<file path="config.mk">
export PLATFORM = sky130hd
export DESIGN_NAME = gamepad_event_decoder
export DESIGN_NICKNAME = d
export VERILOG_FILES = /design/src/hdl/gpe_pkg.sv /design/src/hdl/gpe_next.sv /design/src/hdl/gamepad_event_decoder.sv
export SDC_FILE = /design/constraint.sdc
export NUM_CORES = 1
export LEC_CHECK = 0
export ABC_AREA = 1
export BUFFER_PORTS_ARGS = -buffer_cell sky130_fd_sc_hd__buf_2
export CAP_MARGIN = 20
export CORE_ASPECT_RATIO = 1.5
export CORE_MARGIN = 2
export CORE_UTILIZATION = 55
export DETAILED_ROUTE_END_ITERATION = 16
export GPL_ROUTABILITY_DRIVEN = 0
export GPL_TIMING_DRIVEN = 0
export PLACE_DENSITY = 0.75
export SYNTH_ARGS = -nofsm -noshare
export SYNTH_HDL_FRONTEND = slang
export SYNTH_SLANG_ARGS = --single-unit
</file>
<file path="constraint.sdc">
create_clock -name clk -period 8.3 [get_ports clk]
set_input_delay 0.415 -clock clk [delete_from_list [all_inputs] [get_ports clk]]
set_output_delay 0.415 -clock clk [all_outputs]
set_load 0.03 [all_outputs]
</file>
<file path="src/hdl/gpe_pkg.sv">
// Shared types, constants and helpers for the gamepad event decoder.
package gpe_pkg;

    localparam int BUTTON_COUNT = 18;
    localparam int AXIS_COUNT   = 6;
    localparam int AXIS_W       = 16;
    localparam int PAD_BASE     = BUTTON_COUNT - 4;
    localparam int PAD_UP       = PAD_BASE + 0;
    localparam int PAD_RIGHT    = PAD_BASE + 1;
    localparam int PAD_DOWN     = PAD_BASE + 2;
    localparam int PAD_LEFT     = PAD_BASE + 3;
    localparam int BTN_IDX_W    = $clog2(BUTTON_COUNT);
    localparam int AXIS_IDX_W   = $clog2(AXIS_COUNT);
    localparam int CFG_IDX_W    = 8;

    localparam logic [7:0] KIND_BUTTON = 8'h01;
    localparam logic [7:0] KIND_AXIS   = 8'h02;
    localparam logic [7:0] BTN_RELEASE = 8'h00;
    localparam logic [7:0] BTN_PRESS   = 8'h01;

    localparam logic [CFG_IDX_W-1:0] CFG_PRECISION = 8'd0;
    localparam logic [CFG_IDX_W-1:0] CFG_Y_REVERSE = 8'd1;

    localparam logic [7:0] AXIS_PAD_X = 8'd4;
    localparam logic [7:0] AXIS_PAD_Y = 8'd5;

    typedef logic [BUTTON_COUNT-1:0] btn_vec_t;
    typedef logic [AXIS_COUNT-1:0][AXIS_W-1:0] axis_vec_t;

    typedef struct packed {
        btn_vec_t  pending_buttons;
        btn_vec_t  current_buttons;
        btn_vec_t  previous_buttons;
        axis_vec_t pending_axes;
        axis_vec_t current_axes;
    } gpe_state_t;

    // When rev is set, negate with saturation of the most negative value; else pass v through.
    function automatic logic [AXIS_W-1:0] axis_rev(input logic [AXIS_W-1:0] v,
                                                  input logic rev);
        logic [AXIS_W-1:0] r;
        if (!rev)
            r = v;
        else if (v == {1'b1, {(AXIS_W-1){1'b0}}})
            r = {1'b0, {(AXIS_W-1){1'b1}}};
        else
            r = ~v + 1'b1;
        return r;
    endfunction

endpackage

</file>
<file path="src/hdl/gpe_next.sv">
// Next-state logic: applies one event or latch to the decoder state.
module gpe_next (
    input  logic               func,
    input  logic [15:0]        event_value,
    input  logic [7:0]         event_kind,
    input  logic [7:0]         event_number,
    input  logic               precision_mode,
    input  gpe_pkg::gpe_state_t cur,
    output gpe_pkg::gpe_state_t nxt
);

    logic [gpe_pkg::AXIS_W-1:0] axis_val;
    logic                       axis_pos;
    logic                       axis_neg;

    always_comb
    begin
        if (precision_mode)
            axis_val = event_value;
        else
            axis_val = {{(gpe_pkg::AXIS_W-8){event_value[15]}}, event_value[15:8]};
        axis_neg = axis_val[gpe_pkg::AXIS_W-1];
        axis_pos = !axis_neg && (axis_val != '0);
    end

    always_comb
    begin
        nxt = cur;
        if (func)
        begin
            nxt.previous_buttons = cur.current_buttons;
            nxt.current_buttons  = cur.pending_buttons;
            nxt.current_axes     = cur.pending_axes;
        end
        else if (event_kind == gpe_pkg::KIND_BUTTON)
        begin
            if (event_number < 8'(gpe_pkg::PAD_BASE))
            begin
                if (event_value[7:0] == gpe_pkg::BTN_RELEASE)
                    nxt.pending_buttons[event_number[gpe_pkg::BTN_IDX_W-1:0]] = 1'b0;
                else if (event_value[7:0] == gpe_pkg::BTN_PRESS)
                    nxt.pending_buttons[event_number[gpe_pkg::BTN_IDX_W-1:0]] = 1'b1;
            end
        end
        else if (event_kind == gpe_pkg::KIND_AXIS)
        begin
            if (event_number < 8'(gpe_pkg::AXIS_COUNT))
            begin
                nxt.pending_axes[event_number[gpe_pkg::AXIS_IDX_W-1:0]] = axis_val;
                if (event_number == gpe_pkg::AXIS_PAD_X)
                begin
                    nxt.pending_buttons[gpe_pkg::PAD_RIGHT] = axis_pos;
                    nxt.pending_buttons[gpe_pkg::PAD_LEFT]  = axis_neg;
                end
                else if (event_number == gpe_pkg::AXIS_PAD_Y)
                begin
                    nxt.pending_buttons[gpe_pkg::PAD_DOWN] = axis_pos;
                    nxt.pending_buttons[gpe_pkg::PAD_UP]   = axis_neg;
                end
            end
        end
    end

endmodule

</file>
<file path="src/hdl/gamepad_event_decoder.sv">
// The result of an accepted event beat is registered into the result beat.
// Throughput: one event per cycle; the output register is refilled in the
// same cycle it is drained, so input stalls only while a result waits.
// Reset: asynchronous, clears config, all button and axis state, and
// the output valid flag.
module gamepad_event_decoder (
    input  logic        clk,
    input  logic        rst_n,
    input  logic        in_valid,
    output logic        in_ready,
    input  logic        func,
    input  logic [15:0] event_value,
    input  logic [7:0]  event_kind,
    input  logic [7:0]  event_number,
    output logic        out_valid,
    input  logic        out_ready,
    output logic [gpe_pkg::BUTTON_COUNT-1:0] held_buttons,
    output logic [gpe_pkg::BUTTON_COUNT-1:0] pressed_buttons,
    output logic [gpe_pkg::BUTTON_COUNT-1:0] released_buttons,
    output logic signed [gpe_pkg::AXIS_W-1:0] axis_left_x,
    output logic signed [gpe_pkg::AXIS_W-1:0] axis_left_y,
    output logic signed [gpe_pkg::AXIS_W-1:0] axis_right_x,
    output logic signed [gpe_pkg::AXIS_W-1:0] axis_right_y,
    output logic signed [gpe_pkg::AXIS_W-1:0] axis_pad_x,
    output logic signed [gpe_pkg::AXIS_W-1:0] axis_pad_y,
    input  logic        cfg_valid,
    output logic        cfg_ready,
    input  logic [7:0]  cfg_index,
    input  logic        cfg_data
);

    gpe_pkg::gpe_state_t state_reg;
    gpe_pkg::gpe_state_t state_next;
    logic precision_reg;
    logic y_reverse_reg;
    logic out_valid_reg;
    logic in_fire;

    gpe_pkg::btn_vec_t  held_reg, pressed_reg, released_reg;
    gpe_pkg::axis_vec_t axes_reg;

    assign in_ready  = !out_valid_reg || out_ready;
    assign in_fire   = in_valid && in_ready;
    assign cfg_ready = 1'b1;

    gpe_next u_next (
        .func           (func),
        .event_value    (event_value),
        .event_kind     (event_kind),
        .event_number   (event_number),
        .precision_mode (precision_reg),
        .cur            (state_reg),
        .nxt            (state_next)
    );

    always_ff @(posedge clk or negedge rst_n)
    begin
        if (!rst_n)
        begin
            state_reg     <= '0;
            precision_reg <= 1'b0;
            y_reverse_reg <= 1'b0;
            out_valid_reg <= 1'b0;
        end
        else
        begin
            if (cfg_valid)
            begin
                unique case (cfg_index)
                    gpe_pkg::CFG_PRECISION: precision_reg <= cfg_data;
                    gpe_pkg::CFG_Y_REVERSE: y_reverse_reg <= cfg_data;
                    default: ;
                endcase
            end
            if (in_fire)
                state_reg <= state_next;
            if (in_fire)
                out_valid_reg <= 1'b1;
            else if (out_ready)
                out_valid_reg <= 1'b0;
        end
    end

    // result payload, no reset needed
    always_ff @(posedge clk)
    begin
        if (in_fire)
        begin
            held_reg     <= state_next.current_buttons;
            pressed_reg  <= state_next.current_buttons & ~state_next.previous_buttons;
            released_reg <= state_next.previous_buttons & ~state_next.current_buttons;
            for (int i = 0; i < gpe_pkg::AXIS_COUNT; i++)
            begin
                // odd axes are the Y axes
                axes_reg[i] <= gpe_pkg::axis_rev(state_next.current_axes[i],
                                                 y_reverse_reg && (i % 2 == 1));
            end
        end
    end

    assign out_valid        = out_valid_reg;
    assign held_buttons     = held_reg;
    assign pressed_buttons  = pressed_reg;
    assign released_buttons = released_reg;
    assign axis_left_x      = axes_reg[0];
    assign axis_left_y      = axes_reg[1];
    assign axis_right_x     = axes_reg[2];
    assign axis_right_y     = axes_reg[3];
    assign axis_pad_x       = axes_reg[4];
    assign axis_pad_y       = axes_reg[5];

    a_edges_disjoint: assert property (@(posedge clk) disable iff (!rst_n)
        out_valid |-> ((pressed_buttons & released_buttons) == '0))
        else $error("pressed and released overlap");

    a_release_not_held: assert property (@(posedge clk) disable iff (!rst_n)
        out_valid |-> ((released_buttons & held_buttons) == '0))
        else $error("released button still held");

    a_pad_x_exclusive: assert property (@(posedge clk) disable iff (!rst_n)
        !(state_reg.pending_buttons[gpe_pkg::PAD_LEFT] &&
          state_reg.pending_buttons[gpe_pkg::PAD_RIGHT]))
        else $error("pad left and right both set");

    a_fire_gives_result: assert property (@(posedge clk) disable iff (!rst_n)
        in_fire |=> out_valid)
        else $error("accepted beat produced no result");

    a_stall_blocks_input: assert property (@(posedge clk) disable iff (!rst_n)
        (out_valid && !out_ready) |-> !in_ready)
        else $error("input taken while result stalled");

endmodule

</file>
==> flow_results.org <==
** Critical path
- Worst-case reg-to-reg path depth :: 4
- The worst setup path is launched from a register.
- Of all nets on the critical path, the largest fanout is 75.
- Critical Path End Type :: register
- At the worst endpoint, the arrival time is a little under 3 ns.
- STA puts the critical path data required time at between 8 and 9 ns.
- Worst r2r src :: out_valid$_DFFE_PN0P_
- CP Class :: reg -> reg
- In this run the critical register-to-register path is captured at axis_pad_y[5]$_DFFE_PN_.
- In this run the register-to-register setup slack is about 5.5 ns.

** Final layout
- Flip-flop count of the largest register, all copies and words added :: roughly 230
- In the final design database the tool counted ~2500 nets.
- The area growth from synthesis to layout is 15.4%.
- Leaving out fill and tap cells, the most frequent cell in the layout is sky130_fd_sc_hd__nand2_1.
- Across the whole layout, storage elements account for about 11000 µm².
- Area taken by multi-input logic gates :: roughly 6000 µm²
- After filler insertion, the fill cell instance count of the layout stands at between 2000 and 3000.
- Commonest non-fill, non-tap cells in the layout :: sky130_fd_sc_hd__nand2_1, sky130_fd_sc_hd__inv_1, sky130_fd_sc_hd__dfrtp_1
- Proportion of layout cells with a drive suffix above 1 :: 0.169

** Routing
- Remaining DRCs :: 0
- Detailed routing inserted a total of 15300 vias.
- Post-detailed-routing wire length :: between 40 and 50 mm
- For this run, the detailed router's first-pass iteration total came to 6.
- In this run, the number of DRC markers left after iteration 0 of detailed routing was ~1400.
- Count of antenna-violating nets left after detailed routing :: 0
- After detailed routing, the number of vias per cell comes to 5.35.
- WL/cell :: around 17 µm

** Logic synthesis
- Simple-Gate Fraction of Synth Area :: 0.220
- Post-synthesis xor/xnor area fraction :: 0
- Netlist Area Pre-Place :: between 15000 and 20000 µm²
- Flops & latches, synth :: 399
- Averaged over all synthesized cells, the footprint is ~8.6 µm².
- After synthesis, the largest family of logic cells by area is simple AND/OR/NAND/NOR gates.
- Yosys synthesis warning count :: 0
- Synthesized netlist net count :: between 2000 and 2500
- The share of the Yosys chip area taken by registers is 0.578.
- After synthesis, the share of cell area in mux cells is 0.
- Cell variety after synth :: 36
- Of the total synthesized cell area, the portion taken by full adders, half adders and majority gates is 0.00202.
- The post-synthesis compound-gate area fraction came to 0.102.
- Synthesis produced a netlist whose cell count is 2170.

** Placement
- The wire-length estimate of the detail-placed layout is roughly 35 mm.
- Setup WS pre-CTS :: approximately 5.4 ns
- Buffers placed on the I/O ports in this run total around 200.

** STA
- The routed design could run at a clock period as short as around 2.8 ns.
- In the final timing run, aggregate negative setup slack is 0 ns.
- The worst pin sits at a relative slew slack of 0.448.
- Dividing the final minimum period by the clock period gives 0.335.
- Unrepaired setup endpoints after global routing :: no
- Across the routed clock network, the largest skew measured is 0.0343 ns.
- Number of hold-slack violations in the final timing report :: 0
- Number of failing setup endpoints in the final timing report :: 0
- Setup slack closes at 5.52 ns.
- Worst Tran Pin Value :: roughly 0.83 ns
- The number of pins with negative max-slew slack in the final report came to 0.
- Static timing analysis puts the maximum clock frequency at between 300 and 400 MHz.

** Clock tree
- The longest clock path from root to sink contains 3 buffers.
- Sink count of the clock tree :: 399
- TritonCTS built the clock tree.
- In this run the clock root is driven by a sky130_fd_sc_hd__clkbuf_16.
- The clock tree synthesis step divided the H-tree into 2 levels.
- Number of CTS-inserted buffers :: 38
- Reg clk slew, reported paths :: 0.07 ns
- Clock latency at the later pin of the worst-skew pair :: 0.56 ns

** Global route
- GRT Util Overall :: 0.275
- The first global-routing pass estimated 76.9 mm of wire.
- Summed over all layers, the global routing overflow is 0.
- Entering global routing, the biggest net connects 100 pins.
- Via count of the first global-routing pass :: around 15000
- Antenna violations before repair :: 6

** Hold path
- The startpoint identified for the worst hold timing path is in_valid.
- The worst hold path belongs to the class in -> reg.
- Along the worst hold path, the cell count comes to 3.
- The worst hold path terminates at out_valid$_DFFE_PN0P_.

** Floorplan
- The total area inside the core boundary comes to roughly 33000 µm².
- Die Y-Extent :: 229 µm
- Area enclosed by the die boundary :: roughly 35000 µm²
- Std-Cell Rows :: 82
- Initial core utilization :: 0.557
- Horizontal extent of the die :: 154 µm
- 200 I/O pins were placed.

** Power and ir drop
- Power Dens Cells :: between 200 and 250 nW/µm²
- Leakage power figure :: around 0.010 µW
- Worst voltage drop across the vdd grid :: approximately 0.15 mV

** Run
- Max-cap violations :: 0

** Status
- The flow ran to the end, and the final reports show no timing, DRC or antenna violations.
-- logic make-up (layout without fill, tap and decap cells) --
kind of cell,after synthesis,in the layout
adders and majority gates,3,3
DFF,399,399
and+or+nand+nor,952,952
other,1,7
buffers and inverters,440,711
AOI/OAI and AO/OA,375,375
-- routing by layer --
layer  track usage  vias to the layer above  wire length, µm
met4         0.141                        0             2190
met5             0                        -                0
met1         0.338                     7311            18800
li1              -                     7326                -
met3        0.0377                      124             2840
met2         0.473                      584            24500
-- critical path, cell delays in order, from the launching register on --
cell                       delay [ns]
sky130_fd_sc_hd__dfrtp_1         0.41
sky130_fd_sc_hd__a21oi_2         0.65
sky130_fd_sc_hd__clkbuf_1        0.45
sky130_fd_sc_hd__clkbuf_4        0.50
sky130_fd_sc_hd__buf_16          0.34
-- stage by stage --
stage	instances	total power, µW	cell area, µm²	hold WS (ns)	utilization
finish	2867	4640	21400	0.101	0.643
global route	2867	4820	21400	0.104	0.643
CTS	2861	4660	21400	0.0845	0.642
detailed placement	2791	2960	20200	0.378	0.606
global placement	2786	2940	20100	0.462	0.602
floorplan	2170	2740	18600	0.119	-
-- power breakdown --
| part | leakage [µW] | total (µW) | internal, µW | switching (µW) |
|---|---|---|---|---|
| logic | 0.00544 | 667 | 182 | 485 |
| clock network | 0.000594 | 1710 | 950 | 763 |
| registers | 0.00438 | 2260 | 2210 | 55.2 |
| total | 0.0104 | 4640 | 3340 | 1300 |
-- cell usage after synthesis --
cell type                  number  area, µm²
sky130_fd_sc_hd__nor2_2         8       50.1
sky130_fd_sc_hd__a21oi_2        1       8.76
sky130_fd_sc_hd__nand2_4        1       11.3
sky130_fd_sc_hd__clkinv_1       1       3.75
sky130_fd_sc_hd__o21ai_2        4       35.0
sky130_fd_sc_hd__nor3_1         6       30.0
sky130_fd_sc_hd__buf_6         14        158
sky130_fd_sc_hd__and3_1         1       6.26
sky130_fd_sc_hd__nand2_1      624       2340
sky130_fd_sc_hd__nand3_2       17        170
sky130_fd_sc_hd__or2_1         10       62.6
sky130_fd_sc_hd__inv_1        325       1220
sky130_fd_sc_hd__nor2_1       130        488
sky130_fd_sc_hd__nor3_2         1       10.0
sky130_fd_sc_hd__inv_2         19       71.3
sky130_fd_sc_hd__nor3_4         1       16.3
sky130_fd_sc_hd__nand3b_1       4       30.0
sky130_fd_sc_hd__buf_1          7       26.3
sky130_fd_sc_hd__ha_1           3       37.5
sky130_fd_sc_hd__nand4_4        1       21.3
sky130_fd_sc_hd__nand4_2        1       12.5
sky130_fd_sc_hd__dfrtp_1      249       6230
sky130_fd_sc_hd__o21ai_1      138        691
sky130_fd_sc_hd__nand3b_2       1       11.3
sky130_fd_sc_hd__nand4_1        4       25.0
sky130_fd_sc_hd__conb_1         1       3.75
sky130_fd_sc_hd__edfxtp_1     150       4500
sky130_fd_sc_hd__clkbuf_1      39        146
sky130_fd_sc_hd__buf_2         31        155
sky130_fd_sc_hd__buf_4          4       30.0
sky130_fd_sc_hd__nand3_1       90        450
sky130_fd_sc_hd__nand2_2       17        106
sky130_fd_sc_hd__or2_2         31        194
sky130_fd_sc_hd__a21oi_1        9       45.0
sky130_fd_sc_hd__nor2_4         4       45.0
sky130_fd_sc_hd__o21ai_0      223       1120
-- how the worst max path moves through the flow --
stage | start | endpoint | slack, ns
after CTS | out_valid$_DFFE_PN0P_ | axis_pad_y[5]$_DFFE_PN_ | 5.55
after global routing | out_valid$_DFFE_PN0P_ | axis_pad_y[10]$_DFFE_PN_ | 5.40
after floorplan | out_valid$_DFFE_PN0P_ | state_reg[10]$_DFFE_PN0N_ | 2.33
after global placement | out_ready | state_reg[6]$_DFFE_PN0N_ | 0.39
after detailed placement | out_ready | axis_pad_y[6]$_DFFE_PN_ | 5.41
final | out_valid$_DFFE_PN0P_ | axis_pad_y[5]$_DFFE_PN_ | 5.52
-- final cells by class --
class	instances	share of cell area
multi-input combinational	1331	0.281
sequential	399	0.501
antenna	6	0.000701
clock buffer	56	0.0508
inverter	345	0.0604
tap	420	0.0245
buffer	95	0.0242
timing repair buffer	202	0.0522
clock inverter	13	0.00537
-- timing repair --
action                    4_1_cts  5_1_grt
resized for setup               0        0
hold buffers                    1        0
hold endpoints to repair       60        0
setup buffers                   0        0
Note: power is estimated with default switching activity, not from simulation.
